--- config.mk ---
export PLATFORM = sky130hd
export DESIGN_NAME = binary_image_branching_number
export DESIGN_NICKNAME = d
export VERILOG_FILES = /design/src/rtl/bibn_pkg.sv /design/src/rtl/bibn_div.sv /design/src/rtl/bibn_line.sv /design/src/rtl/bibn_ofifo.sv /design/src/rtl/binary_image_branching_number.sv
export SDC_FILE = /design/constraint.sdc
export NUM_CORES = 2
export LEC_CHECK = 0
export BUFFER_PORTS_ARGS = -buffer_cell sky130_fd_sc_hd__buf_2
export CAP_MARGIN = 20
export CORE_AREA = 2 2 568 429
export DETAILED_ROUTE_END_ITERATION = 10
export DIE_AREA = 0 0 570 431
export PLACE_DENSITY_LB_ADDON = 0.1
export SYNTH_ARGS = -nofsm -noshare
export SYNTH_HDL_FRONTEND = slang
export SYNTH_SLANG_ARGS = --single-unit
--- constraint.sdc ---
create_clock -name clk -period 39.9 [get_ports clk]
set_clock_uncertainty 0.05 [all_clocks]
set_input_delay 1.995 -clock clk [delete_from_list [all_inputs] [get_ports clk]]
set_output_delay 1.995 -clock clk [all_outputs]
set_load 0.005 [all_outputs]
--- src/rtl/bibn_pkg.sv ---
// Package for the branching-number block: sizes, register indexes, shared types
// and the ring crossing count. Used by every module of the block; depends on nothing.
package bibn_pkg;

	// Frame limits
	localparam int MAX_WIDTH = 1024;
	localparam int WID_W     = 11;                 // width register
	localparam int HGT_W     = 16;                 // height register
	localparam int COL_W     = $clog2(MAX_WIDTH);  // column / line store address
	localparam int ROW_W     = 16;                 // saturating input row
	localparam int POS_W     = 26;                 // result position counter
	localparam int CNT_W     = 4;                  // branch count field
	localparam int DIV_CNT_W = $clog2(POS_W);
	localparam int OQ_DEPTH  = 3;                  // output queue entries
	localparam int OQ_CNT_W  = $clog2(OQ_DEPTH + 1);
	localparam int OQ_PTR_W  = $clog2(OQ_DEPTH);

	localparam logic [WID_W-1:0] MAX_WIDTH_L  = WID_W'(MAX_WIDTH);
	localparam logic [WID_W-1:0] WIDTH_RESET  = WID_W'(1024);
	localparam logic [HGT_W-1:0] HEIGHT_RESET = HGT_W'(1);
	localparam logic [ROW_W-1:0] ROW_SAT      = '1;
	localparam logic [CNT_W-1:0] BACKGROUND   = '1;  // -1 in two's complement

	// Configuration register indexes
	localparam logic REG_WIDTH  = 1'b0;
	localparam logic REG_HEIGHT = 1'b1;

	// Per-request control passed from the position logic to the window stage
	typedef struct packed {
		logic emit;    // request produces a result
		logic last;    // result closes the frame
		logic mask_l;  // result pixel on the left border
		logic mask_r;  // right border
		logic mask_t;  // top border
		logic mask_b;  // bottom border
		logic degen;   // width or height below two
	} pos_ctl_t;

	// One result request
	typedef struct packed {
		logic             frame_last;
		logic [CNT_W-1:0] count;
	} res_item_t;

	// 0-to-1 transitions around the ring, bit 0 follows bit 7
	function automatic logic [2:0] ring_cross(input logic [7:0] ring);
		logic [2:0] n;
		n = '0;
		for (int i = 0; i < 8; i++) begin
			if (ring[i] && !ring[(i + 7) % 8]) begin
				n = n + 3'd1;
			end
		end
		return n;
	endfunction

endpackage

--- src/rtl/bibn_div.sv ---
// Restoring divider, one quotient bit a cycle: splits the result position into
// row and column after a configuration write. Depends on bibn_pkg.
module bibn_div (
	input  logic                          clk,
	input  logic                          arst_n,
	input  logic                          start,
	input  logic [bibn_pkg::POS_W-1:0]    dividend,
	input  logic [bibn_pkg::WID_W-1:0]    divisor,
	output logic                          busy,
	output logic                          done,
	output logic [bibn_pkg::POS_W-1:0]    quotient,
	output logic [bibn_pkg::WID_W-1:0]    remainder
);

	logic                            busy_q;
	logic                            done_q;
	logic [bibn_pkg::DIV_CNT_W-1:0]  cnt_q;
	logic [bibn_pkg::POS_W-1:0]      quo_q;
	logic [bibn_pkg::WID_W-1:0]      rem_q;
	logic [bibn_pkg::WID_W-1:0]      div_q;
	logic [bibn_pkg::WID_W:0]        trial;
	logic [bibn_pkg::WID_W:0]        diff;
	logic                            ge;

	// One trial subtraction per cycle
	assign trial = {rem_q, quo_q[bibn_pkg::POS_W-1]};
	assign ge    = trial >= {1'b0, div_q};
	assign diff  = trial - {1'b0, div_q};

	// Control
	always_ff @(posedge clk or negedge arst_n) begin
		if (!arst_n) begin
			busy_q <= 1'b0;
			done_q <= 1'b0;
			cnt_q  <= '0;
		end else begin
			done_q <= 1'b0;
			if (start) begin
				busy_q <= 1'b1;
				cnt_q  <= '0;
			end else if (busy_q) begin
				if (cnt_q == bibn_pkg::DIV_CNT_W'(bibn_pkg::POS_W - 1)) begin
					busy_q <= 1'b0;
					done_q <= 1'b1;
				end
				cnt_q <= cnt_q + 1'b1;
			end
		end
	end

	// Datapath
	always_ff @(posedge clk) begin
		if (start) begin
			quo_q <= dividend;
			rem_q <= '0;
			div_q <= divisor;
		end else if (busy_q) begin
			quo_q <= {quo_q[bibn_pkg::POS_W-2:0], ge};
			rem_q <= ge ? diff[bibn_pkg::WID_W-1:0] : trial[bibn_pkg::WID_W-1:0];
		end
	end

	assign busy      = busy_q;
	assign done      = done_q;
	assign quotient  = quo_q;
	assign remainder = rem_q;

	a_start_busy: assert property (@(posedge clk) disable iff (!arst_n)
		start |=> busy_q) else $error("divider did not start");
	a_done_idle: assert property (@(posedge clk) disable iff (!arst_n)
		done_q |-> !busy_q) else $error("divider done while busy");
	a_done_pulse: assert property (@(posedge clk) disable iff (!arst_n)
		done_q |=> !done_q) else $error("divider done held");

endmodule

--- src/rtl/bibn_line.sv ---
// Line store (read-modify-write, registered read) and 3x3 window stage that forms
// the masked ring and its crossing count. Depends on bibn_pkg.
module bibn_line (
	input  logic                          clk,
	input  logic                          arst_n,
	input  logic                          acc,
	input  logic [bibn_pkg::COL_W-1:0]    col,
	input  logic                          px,
	input  bibn_pkg::pos_ctl_t            ctl,
	output logic                          s1_valid,
	output logic                          res_valid,
	output bibn_pkg::res_item_t           res
);

	// Entry: bit 1 two rows back, bit 0 previous row
	logic [1:0]                    mem [bibn_pkg::MAX_WIDTH];

	logic                          valid_s1;
	logic [bibn_pkg::COL_W-1:0]    col_s1;
	logic                          px_s1;
	bibn_pkg::pos_ctl_t            ctl_s1;
	logic [1:0]                    rd_s1;
	logic                          fwd_s1;
	logic [1:0]                    fwd_data_s1;
	logic [8:0]                    win_q;

	logic [1:0]                    ent;
	logic [1:0]                    wr_data;
	logic [8:0]                    win_new;
	logic [8:0]                    win_m;
	logic [7:0]                    ring;

	// Entry seen by the stage: forwarded when the previous request wrote it
	assign ent     = fwd_s1 ? fwd_data_s1 : rd_s1;
	assign wr_data = {ent[0], px_s1};
	// Window columns: 8..6 left, 5..3 centre, 2..0 right; down, centre, up in each
	assign win_new = {win_q[5:0], px_s1, ent[0], ent[1]};

	// Memory port
	always_ff @(posedge clk) begin
		if (valid_s1) begin
			mem[col_s1] <= wr_data;
		end
		if (acc) begin
			rd_s1 <= mem[col];
		end
	end

	// Stage registers
	always_ff @(posedge clk or negedge arst_n) begin
		if (!arst_n) begin
			valid_s1 <= 1'b0;
			fwd_s1   <= 1'b0;
			win_q    <= '0;
		end else begin
			valid_s1 <= acc;
			fwd_s1   <= acc && valid_s1 && (col == col_s1);
			if (valid_s1) begin
				win_q <= ctl_s1.last ? 9'd0 : win_new;
			end
		end
	end

	always_ff @(posedge clk) begin
		if (acc) begin
			col_s1      <= col;
			px_s1       <= px;
			ctl_s1      <= ctl;
			fwd_data_s1 <= wr_data;
		end
	end

	// Border masking
	always_comb begin
		win_m = win_new;
		if (ctl_s1.mask_l) win_m = win_m & ~9'h1C0;
		if (ctl_s1.mask_r) win_m = win_m & ~9'h007;
		if (ctl_s1.mask_t) win_m = win_m & ~9'h049;
		if (ctl_s1.mask_b) win_m = win_m & ~9'h124;
	end

	// Ring: right, upper-right, up, upper-left, left, lower-left, down, lower-right
	assign ring = {win_m[2], win_m[5], win_m[8], win_m[7],
	               win_m[6], win_m[3], win_m[0], win_m[1]};

	assign s1_valid       = valid_s1;
	assign res_valid      = valid_s1 && ctl_s1.emit;
	assign res.frame_last = ctl_s1.last;
	assign res.count      = (!ctl_s1.degen && win_m[4]) ?
	                        {1'b0, bibn_pkg::ring_cross(ring)} : bibn_pkg::BACKGROUND;

	a_fwd_valid: assert property (@(posedge clk) disable iff (!arst_n)
		fwd_s1 |-> valid_s1) else $error("forward without request");
	a_last_clear: assert property (@(posedge clk) disable iff (!arst_n)
		valid_s1 && ctl_s1.last |=> win_q == 9'd0) else $error("window not cleared");
	a_win_hold: assert property (@(posedge clk) disable iff (!arst_n)
		!valid_s1 |=> win_q === $past(win_q)) else $error("window moved while idle");

endmodule

--- src/rtl/bibn_ofifo.sv ---
// Three-entry result queue between the window stage and the output channel.
// Depends on bibn_pkg.
module bibn_ofifo (
	input  logic                             clk,
	input  logic                             arst_n,
	input  logic                             push,
	input  bibn_pkg::res_item_t              din,
	output logic                             out_valid,
	input  logic                             out_ready,
	output bibn_pkg::res_item_t              dout,
	output logic [bibn_pkg::OQ_CNT_W-1:0]    count
);

	bibn_pkg::res_item_t                 store_q [bibn_pkg::OQ_DEPTH];
	logic [bibn_pkg::OQ_PTR_W-1:0]       wr_q;
	logic [bibn_pkg::OQ_PTR_W-1:0]       rd_q;
	logic [bibn_pkg::OQ_CNT_W-1:0]       count_q;
	logic                                pop;

	assign pop = out_valid && out_ready;

	// Pointer wrap
	function automatic logic [bibn_pkg::OQ_PTR_W-1:0] nxt(
		input logic [bibn_pkg::OQ_PTR_W-1:0] p);
		return (p == bibn_pkg::OQ_PTR_W'(bibn_pkg::OQ_DEPTH - 1)) ? '0 : p + 1'b1;
	endfunction

	always_ff @(posedge clk or negedge arst_n) begin
		if (!arst_n) begin
			wr_q    <= '0;
			rd_q    <= '0;
			count_q <= '0;
		end else begin
			if (push) wr_q <= nxt(wr_q);
			if (pop)  rd_q <= nxt(rd_q);
			case ({push, pop})
				2'b10:   count_q <= count_q + 1'b1;
				2'b01:   count_q <= count_q - 1'b1;
				default: count_q <= count_q;
			endcase
		end
	end

	always_ff @(posedge clk) begin
		if (push) begin
			store_q[wr_q] <= din;
		end
	end

	assign out_valid = count_q != '0;
	assign dout      = store_q[rd_q];
	assign count     = count_q;

	a_no_overflow: assert property (@(posedge clk) disable iff (!arst_n)
		push |-> count_q != bibn_pkg::OQ_CNT_W'(bibn_pkg::OQ_DEPTH))
		else $error("result queue overflow");
	a_pop_count: assert property (@(posedge clk) disable iff (!arst_n)
		pop && !push |=> count_q == $past(count_q) - 1'b1) else $error("pop count");
	a_push_count: assert property (@(posedge clk) disable iff (!arst_n)
		push && !pop |=> count_q == $past(count_q) + 1'b1) else $error("push count");

endmodule

--- src/rtl/binary_image_branching_number.sv ---
// Top level of the branching-number block: configuration, frame position
// counters and ready logic. Depends on bibn_pkg, bibn_div, bibn_line, bibn_ofifo.
//
//   channel   handshake              payload
//   input     in_valid / in_ready    pixel_bit, flush
//   output    out_valid / out_ready  branch_count (signed), frame_last
//   config    cfg_write              cfg_index, cfg_data
//
// One request per cycle while in_ready is high; a result goes from the window
// stage into the result queue. The line store is one 1024x2 memory read at
// accept and written back the next cycle. After reset no clearing pass is
// needed. After a configuration write in_ready stays low while the divider
// re-derives the output row and column; otherwise it drops only when the
// three-entry result queue could be overfilled by a stalled output.
module binary_image_branching_number (
	input  logic                          clk,
	input  logic                          arst_n,
	input  logic                          in_valid,
	output logic                          in_ready,
	input  logic                          pixel_bit,
	input  logic                          flush,
	output logic                          out_valid,
	input  logic                          out_ready,
	output logic signed [3:0]             branch_count,
	output logic                          frame_last,
	input  logic                          cfg_write,
	input  logic                          cfg_index,
	input  logic [15:0]                   cfg_data
);

	logic [bibn_pkg::WID_W-1:0]     width_q;
	logic [bibn_pkg::HGT_W-1:0]     height_q;
	logic [bibn_pkg::WID_W-1:0]     w_eff;
	logic [bibn_pkg::HGT_W-1:0]     h_eff;
	logic [bibn_pkg::POS_W-1:0]     total_q;

	logic [bibn_pkg::COL_W-1:0]     col_q;
	logic [bibn_pkg::ROW_W-1:0]     row_q;
	logic [bibn_pkg::POS_W-1:0]     e_q;
	logic [bibn_pkg::COL_W-1:0]     ec_q;
	logic [bibn_pkg::POS_W-1:0]     er_q;
	logic                           pend_q;

	logic                           acc;
	logic                           px;
	logic [bibn_pkg::WID_W-1:0]     col_inc;
	logic                           col_wrap;
	logic [bibn_pkg::POS_W:0]       e_inc;
	logic [bibn_pkg::WID_W-1:0]     ec_inc;
	logic                           ec_wrap;
	logic [bibn_pkg::POS_W:0]       er_inc;
	bibn_pkg::pos_ctl_t             ctl;

	logic                           div_busy;
	logic                           div_done;
	logic [bibn_pkg::POS_W-1:0]     div_quo;
	logic [bibn_pkg::WID_W-1:0]     div_rem;

	logic                           s1_valid;
	logic                           res_valid;
	bibn_pkg::res_item_t            res;
	bibn_pkg::res_item_t            dout;
	logic [bibn_pkg::OQ_CNT_W-1:0]  oq_count;
	logic [bibn_pkg::OQ_CNT_W:0]    credit;

	// Configuration registers
	always_ff @(posedge clk or negedge arst_n) begin
		if (!arst_n) begin
			width_q  <= bibn_pkg::WIDTH_RESET;
			height_q <= bibn_pkg::HEIGHT_RESET;
			pend_q   <= 1'b0;
		end else begin
			pend_q <= cfg_write;
			if (cfg_write) begin
				case (cfg_index)
					bibn_pkg::REG_WIDTH:  width_q  <= cfg_data[bibn_pkg::WID_W-1:0];
					bibn_pkg::REG_HEIGHT: height_q <= cfg_data;
					default:              width_q  <= width_q;
				endcase
			end
		end
	end

	// Effective frame size and pixel count
	assign w_eff = (width_q == '0) ? bibn_pkg::WID_W'(1) :
	               (width_q > bibn_pkg::MAX_WIDTH_L) ? bibn_pkg::MAX_WIDTH_L : width_q;
	assign h_eff = (height_q == '0) ? bibn_pkg::HGT_W'(1) : height_q;

	always_ff @(posedge clk) begin
		total_q <= bibn_pkg::POS_W'(w_eff) * bibn_pkg::POS_W'(h_eff);
	end

	// Ready: no divider work and room for every result in flight
	assign credit   = {1'b0, oq_count} + {{bibn_pkg::OQ_CNT_W{1'b0}}, s1_valid};
	assign in_ready = !(pend_q || div_busy || div_done) &&
	                  (credit < (bibn_pkg::OQ_CNT_W + 1)'(bibn_pkg::OQ_DEPTH));
	assign acc      = in_valid && in_ready;
	assign px       = flush ? 1'b0 : pixel_bit;

	// Input and result position decisions
	assign col_inc  = {1'b0, col_q} + 1'b1;
	assign col_wrap = col_inc >= w_eff;
	assign e_inc    = {1'b0, e_q} + 1'b1;
	assign ec_inc   = {1'b0, ec_q} + 1'b1;
	assign ec_wrap  = ec_inc >= w_eff;
	assign er_inc   = {1'b0, er_q} + 1'b1;

	always_comb begin
		ctl.emit   = (row_q >= bibn_pkg::ROW_W'(2)) ||
		             (row_q == bibn_pkg::ROW_W'(1) && col_q != '0);
		ctl.last   = ctl.emit && (e_inc >= {1'b0, total_q});
		ctl.mask_l = ec_q == '0;
		ctl.mask_r = ec_wrap;
		ctl.mask_t = er_q == '0;
		ctl.mask_b = er_inc >= (bibn_pkg::POS_W + 1)'(h_eff);
		ctl.degen  = (w_eff < bibn_pkg::WID_W'(2)) || (h_eff < bibn_pkg::HGT_W'(2));
	end

	// Position counters
	always_ff @(posedge clk or negedge arst_n) begin
		if (!arst_n) begin
			col_q <= '0;
			row_q <= '0;
			e_q   <= '0;
			ec_q  <= '0;
			er_q  <= '0;
		end else if (div_done) begin
			ec_q <= div_rem[bibn_pkg::COL_W-1:0];
			er_q <= div_quo;
		end else if (acc) begin
			if (ctl.last) begin
				col_q <= '0;
				row_q <= '0;
				e_q   <= '0;
				ec_q  <= '0;
				er_q  <= '0;
			end else begin
				col_q <= col_wrap ? '0 : col_inc[bibn_pkg::COL_W-1:0];
				if (col_wrap && row_q != bibn_pkg::ROW_SAT) begin
					row_q <= row_q + 1'b1;
				end
				if (ctl.emit) begin
					e_q  <= e_inc[bibn_pkg::POS_W-1:0];
					ec_q <= ec_wrap ? '0 : ec_inc[bibn_pkg::COL_W-1:0];
					if (ec_wrap) begin
						er_q <= er_inc[bibn_pkg::POS_W-1:0];
					end
				end
			end
		end
	end

	bibn_div u_div (
		.clk       (clk),
		.arst_n    (arst_n),
		.start     (pend_q),
		.dividend  (e_q),
		.divisor   (w_eff),
		.busy      (div_busy),
		.done      (div_done),
		.quotient  (div_quo),
		.remainder (div_rem)
	);

	bibn_line u_line (
		.clk       (clk),
		.arst_n    (arst_n),
		.acc       (acc),
		.col       (col_q),
		.px        (px),
		.ctl       (ctl),
		.s1_valid  (s1_valid),
		.res_valid (res_valid),
		.res       (res)
	);

	bibn_ofifo u_ofifo (
		.clk       (clk),
		.arst_n    (arst_n),
		.push      (res_valid),
		.din       (res),
		.out_valid (out_valid),
		.out_ready (out_ready),
		.dout      (dout),
		.count     (oq_count)
	);

	assign branch_count = $signed(dout.count);
	assign frame_last   = dout.frame_last;

	a_acc_stage: assert property (@(posedge clk) disable iff (!arst_n)
		acc |=> s1_valid) else $error("request lost before window stage");
	a_cfg_block: assert property (@(posedge clk) disable iff (!arst_n)
		cfg_write |=> !in_ready) else $error("request taken during recompute");
	a_frame_wrap: assert property (@(posedge clk) disable iff (!arst_n)
		acc && ctl.last |=> e_q == '0 && col_q == '0 && row_q == '0)
		else $error("counters not cleared at frame end");

endmodule
### Word level (Yosys, flattened, before mapping)

Memories as Yosys holds them, arrays and structs flattened. A register that Yosys moved wholly into a read port is not among the register bits.
Cells that the tools add are included.

* bits in registers: 231
* RAM bits: 2063
* input port bits: 24
* output and inout bits: 7
* word-level logic and storage cells: 177
* memories kept: 2

* $add $sub $neg: 19
* $mul: 1
* magnitude comparators: 10
* eq/ne operators: 8
* muxes and demuxes: 52
* bitwise logic cells: 2
* reduce and logical (&&, ||, !) cells: 52

Memory list
* u_line.mem: words 1024, width 2, read ports 1, clocked after memory_dff 1, wr ports 1, line bibn_line.sv:16 `logic [1:0] mem [bibn_pkg::MAX_WIDTH];`
* u_ofifo.store_q: words 3, width 5, read ports 1, clocked after memory_dff 0, wr ports 1, line bibn_ofifo.sv:14 `bibn_pkg::res_item_t store_q [bibn_pkg::OQ_DEPTH];`

Operators by type and width (number)
* $mux W26: 9
* $mux W10: 7
* $add A26 B1 Y27 const B: 2
* $mux W16: 3
* $mux W11: 3
* $ge A27 B16 Y1: 1
* $ge A27 B26 Y1: 1
* $logic_not A26 Y1: 1
* $mul A11 B16 Y26: 1
* $mux W3: 8
* $add A10 B1 Y11 const B: 2
* $ge A11 B11 Y1: 2
* $add A3 B1 Y3 const B: 6
* $logic_and A1 B1 Y1: 18
* $mux W9: 2
* $add A16 B1 Y16 const B: 1
* $eq A16 B1 Y1 const B: 1
* $ge A16 B2 Y1 const B: 1
* $logic_not A16 Y1: 1
* $lt A16 B2 Y1 const B: 1
* $ne A16 B16 Y1 const B: 1
* $ge A12 B11 Y1: 1
* $reduce_bool A2 Y1: 6
* $gt A11 B11 Y1 const B: 1
* other kinds (28): 64

### Longest topological paths before layout

* depth after elaboration: 23
* mapped depth: 24
* mapped depth without buffers: 22

### Hierarchy

A second synthesis with hierarchy kept.

* cells, all modules: 6925
* area, all modules: 103329.1 µm²

By module, submodules not included
* bibn_line: times used 1, cells an instance 4933, area each 85184.2 µm², sequential area each 62359.8 µm²
* binary_image_branching_number: times used 1, cells an instance 1701, area each 14452.6 µm², sequential area each 3425.8 µm²
* bibn_div: times used 1, cells an instance 233, area each 2864.0 µm², sequential area each 1506.4 µm²
* bibn_ofifo: times used 1, cells an instance 58, area each 828.3 µm², sequential area each 600.6 µm²

### Worst setup path after synthesis

No wires, ideal clock.

* kind: register to register
* from: register u_line.px_s1
* to: memory u_ofifo.store_q[0][1] (netlist bit) (data pin)
* arrival time: 16.227 ns
* setup slack: 23.334 ns
* cell stages (with the launch flop): 17
* buffers on the path: 0
* period minus slack after synthesis: 16.566 ns
* path through: edfxtp_1 > nor2b_1 > xnor2_1 > o21ai_0 > a21oi_1 > or2_2 > ha_1 > a32o_1 > ha_1 > mux2_2 > ha_1 > mux2_2 > ha_1 > mux2_2 > ha_1 > nor4_1 > o21ai_0

RTL lines
* start, declared: line bibn_line.sv:20 `logic px_s1;`
* start signal, assigned: line bibn_line.sv:67 `px_s1 <= px;`
* end, declared: line bibn_ofifo.sv:14

### Final worst setup path

* from: register width_q[10] (netlist bit)
* to: register total_q[24] (netlist bit)

* word-level cells in the longest chain between the ends: 4

RTL lines
* start, declared: line binary_image_branching_number.sv:31 `logic [bibn_pkg::WID_W-1:0] width_q;`
* start signal, assigned: line binary_image_branching_number.sv:69 `width_q <= bibn_pkg::WIDTH_RESET;`
* start signal, assigned: line binary_image_branching_number.sv:76 `bibn_pkg::REG_WIDTH: width_q <= cfg_data[bibn_pkg::WID_W-1:0];`
* start signal, assigned: line binary_image_branching_number.sv:78 `default: width_q <= width_q;`
* $gt A11 B11 Y1: line binary_image_branching_number.sv:86 `(width_q > bibn_pkg::MAX_WIDTH_L) ? bibn_pkg::MAX_WIDTH_L : width_q;`
* $mux W11: line binary_image_branching_number.sv:86
* $mux W11 *: line binary_image_branching_number.sv:85 `assign w_eff = (width_q == '0) ? bibn_pkg::WID_W'(1) :`
* $mul A11 B16 Y26 *: line binary_image_branching_number.sv:90 `total_q <= bibn_pkg::POS_W'(w_eff) * bibn_pkg::POS_W'(h_eff);`
* end signal, assigned: line binary_image_branching_number.sv:90
* end, declared: line binary_image_branching_number.sv:35 `logic [bibn_pkg::POS_W-1:0] total_q;`

Every way passes the cells marked *; elsewhere a longest branch is shown, timed or not.
A chain may end at the register's enable or synchronous reset.

==> results.yml <==
run_status:
  outcome: "complete, no violations"
synth:
  synth_most_common_cell: "edfxtp_1"
  ys_seq_elements: 2296
  synth-simple-area-share_pct: 8.503
  yosys_warnings: 0
  ys_types: 87
  synthTopCellsByArea: "edfxtp_1 62%, mux4_2 10%, nor2_1 4.6%, dfrtp_1 3.3%, fa_1 2.4%"
  syn_area_mm2: 0.1027
  synthArstFlopShare_pct: 5.967
  ys_seq_area_share_pct: 66.08
  synth_top_area_cell: "edfxtp_1"
  synth_adder_area_share_pct: 4.347
  synthMuxAreaShare_pct: 12.66
  synthCells: 6849
  synth_commonest_cells: "2122 x edfxtp_1, 1267 x nor2_1, 476 x mux4_2"
  synth_top_area_share_pct: 62.02
  synth_ff_type: "edfxtp_1"
  synth-compound-area-share_pct: 4.327
  synth_top_family_by_area: "multiplexers"
  synth_edf_count: 2122
  synthesis.nets: 7155
  syn_area_per_cell_um2: 15.00
  synth_xor_area_share_pct: 0.9803
clock_network:
  post_cts_buffers: 0
  ctsLongestPathBuffers: 4
  cts_tree: "built"
  tritoncts.num_buffers: 231
  postCtsHoldBufs: 0
  h-tree-depth: 4
  cts_resized: 0
  path_clk_slew_ns: 0.07
  clock-sinks: 2296
  insertion_delay_ns: 0.91
  root_buffer: "clkbuf_16"
critical_path:
  worst_path_largest_cell_delay_ns: 0.71
  end_kind: "flop"
  critPathMaxFanout: 14
  crit_slowest_cell: "nor2b_1"
  r2r_slack_ns: 32.91
  worst-setup-path-type: "flop to flop"
  crit_family: "adder cells"
  arrival_ns: 7.75
  path_cells: "nor2b_1 > clkinv_1 > nor2_1 > fa_1 > inv_1 > fa_1 > inv_1 > fa_1 > fa_1 > inv_1 > fa_1 > inv_1 > ha_1 > a21o_1 > a211oi_1 > o32ai_1 > o41ai_2 > o211ai_1 > a31o_2 > a21oi_1 > xnor2_1"
  path_buf_inv: 5
  start_kind: "flop"
  cp.required_ns: 40.66
  cp_common_cell: "fa_1"
pwr:
  power.density_mw_per_mm2: 50.88
  peakVddDrop_uv: 46.82
  power.leakage_nw: 36.75
final_layout:
  seq_area_mm2: 0.06792
  syn_to_final_growth_pct: 11.36
  fin_nets: 7125
  layout-drive-gt1-share_pct: 17.21
  multi_input_area_mm2: 0.03218
  fillers: 20788
grt:
  globalRoute.totalOverflow: 0
  grt-busiest-layer: "met1"
  met3_usage_pct: 5.372
  grt_pass1_vias: 60239
  grt_util_met1_pct: 40.37
  track_usage_pct: 25.74
  use_met2_pct: 36.86
  grt_max_degree: 170
  antenna_found_initial: 16
  grt_pass1_wl_um: 453300
floorplanning:
  row_count: 156
  fp.coreArea_mm2: 0.2399
  die_h_um: 431
  initial_utilization_pct: 42.83
  die_w_um: 570
  die-area_mm2: 0.2457
  boundaryPins: 31
sta:
  setup-tns-final_ns: 0
  relSlewSlack_pct: 25.13
  rsz0062_at_grt: "no"
  final_critical_path_setup_slack_ns: 32.91
  finalHoldViolCount: 0
  slew_violations: 0
  period_share_pct: 17.53
  period_needed_ns: 6.994
  max_freq_ghz: 0.1430
  worst_pin_slew_ns: 1.119
  setup_violations: 0
placed_design:
  portBuffers: 30
  dp_slack_ns: 32.95
  dp_hpwl_um: 189200
  gp_congestion: 0.8765
route:
  dr.pass1.iters: 6
  drt_iter0_drc: 8207
  wl_um: 317000
  ant_nets: 0
  via_count: 61137
  drc: 0
  wl_per_cell_um: 31.18
  avgViaCountPerCell: 6.014
hold_path:
  hp-class: "flop to flop"
run:
  cap_violations: 0
-- routing by layer --
metal	part of all wire [%]	vias up
met5	0.0082	-
met3	9.7	377
met4	2.0	4
met2	43	2854
li1	-	25738
met1	46	32164
-- through the flow --
stage / hold slack [ns] / instance area, um^2 / std cells / utilization (%) / total power, mW
5_1_grt: 0.4652 / 114400 / 10163 / 47.69 / 6.060
6_report: 0.4322 / 114400 / 10166 / 47.70 / 5.822
3_3_place_gp: 0.4092 / 106600 / 9725 / 44.43 / 3.656
4_1_cts: 0.4272 / 114200 / 10152 / 47.62 / 5.851
2_1_floorplan: 0.3696 / 102700 / 6849 / - / 3.378
3_5_place_dp: 0.4158 / 106700 / 9735 / 44.50 / 3.655
-- state kept, by name (all words and copies together), names as in the netlist, 15 cells and up --
| signal | cells |
|---|---|
| row_q | 16 |
| u_line.mem | 2048 |
| e_q | 26 |
| u_div.quotient | 26 |
| er_q | 26 |
| height_q | 16 |
| u_ofifo.store_q | 15 |
| total_q | 26 |
-- cell type report --
class	instances	share of cell area [%]
antenna	3	0.006561
timing repair buffer	224	1.619
multi-input combinational	3801	28.12
clock inverter	126	1.145
sequential	2296	59.36
tap	3160	3.456
clock buffer	291	5.411
inverter	265	0.8781
-- final timing paths --
| path | start | endpoint | depth (start not counted) |
|---|---|---|---|
| hold reg to reg | u_div.remainder[10] | u_div.remainder[10] | 2 |
| setup reg to reg | width_q[10] | total_q[24] | 21 |
| min in group asynchronous | arst_n | u_ofifo.rd_q[1] | 1 |
| hold / removal | u_div.remainder[10] | u_div.remainder[10] | 2 |
| setup / recovery | width_q[10] | total_q[24] | 21 |
| max in group asynchronous | arst_n | pend_q | 3 |
-- worst reg2reg max path, cell delays in order (launching register included) --
cell,delay (ns)
dfstp_2,0.45
nor2b_1,0.72
clkinv_1,0.57
nor2_1,0.27
fa_1,0.45
inv_1,0.09
fa_1,0.38
inv_1,0.08
fa_1,0.43
fa_1,0.49
inv_1,0.05
fa_1,0.49
inv_1,0.05
ha_1,0.33
a21o_1,0.20
a211oi_1,0.37
o32ai_1,0.22
o41ai_2,0.47
o211ai_1,0.21
a31o_2,0.26
a21oi_1,0.18
xnor2_1,0.13
-- placed cells by master, fill, tap and decap left out, drive strengths merged, types with 29 or more instances in the layout --
cell and count:
mux2 70, xor2 39, dfrtp 135, edfxtp 2122, and3 29, clkinv 100, fa 125, o22ai 53
buf 224, nor2b 44, a221oi 42, nor4 31, xnor2 76, nor2 1267, inv 254, nand4 50
o21ai 98, mux4 476, mux2i 150, nand2 355, a22oi 67, a22o 45, dfxtp 37, a21oi 129
nor3 50, nand3 119, a21o 29, ha 157, clkbuf 291
-- kinds of logic after synthesis --
family,after synthesis
AOI/OAI and AO/OA,642
muxes,696
buffers and inverters,752
and+or+nand+nor,2066
adders and majority gates,282
xor gates and xnor gates,115
DFF,2296
-- report_power, final --
group | total, mW | switching [mW] | internal (mW)
clock network | 2.20 | 0.947 | 1.26
logic | 0.965 | 0.574 | 0.391
registers | 2.65 | 0.0274 | 2.63
total | 5.82 | 1.55 | 4.27
(Power assumes the default switching activity.)
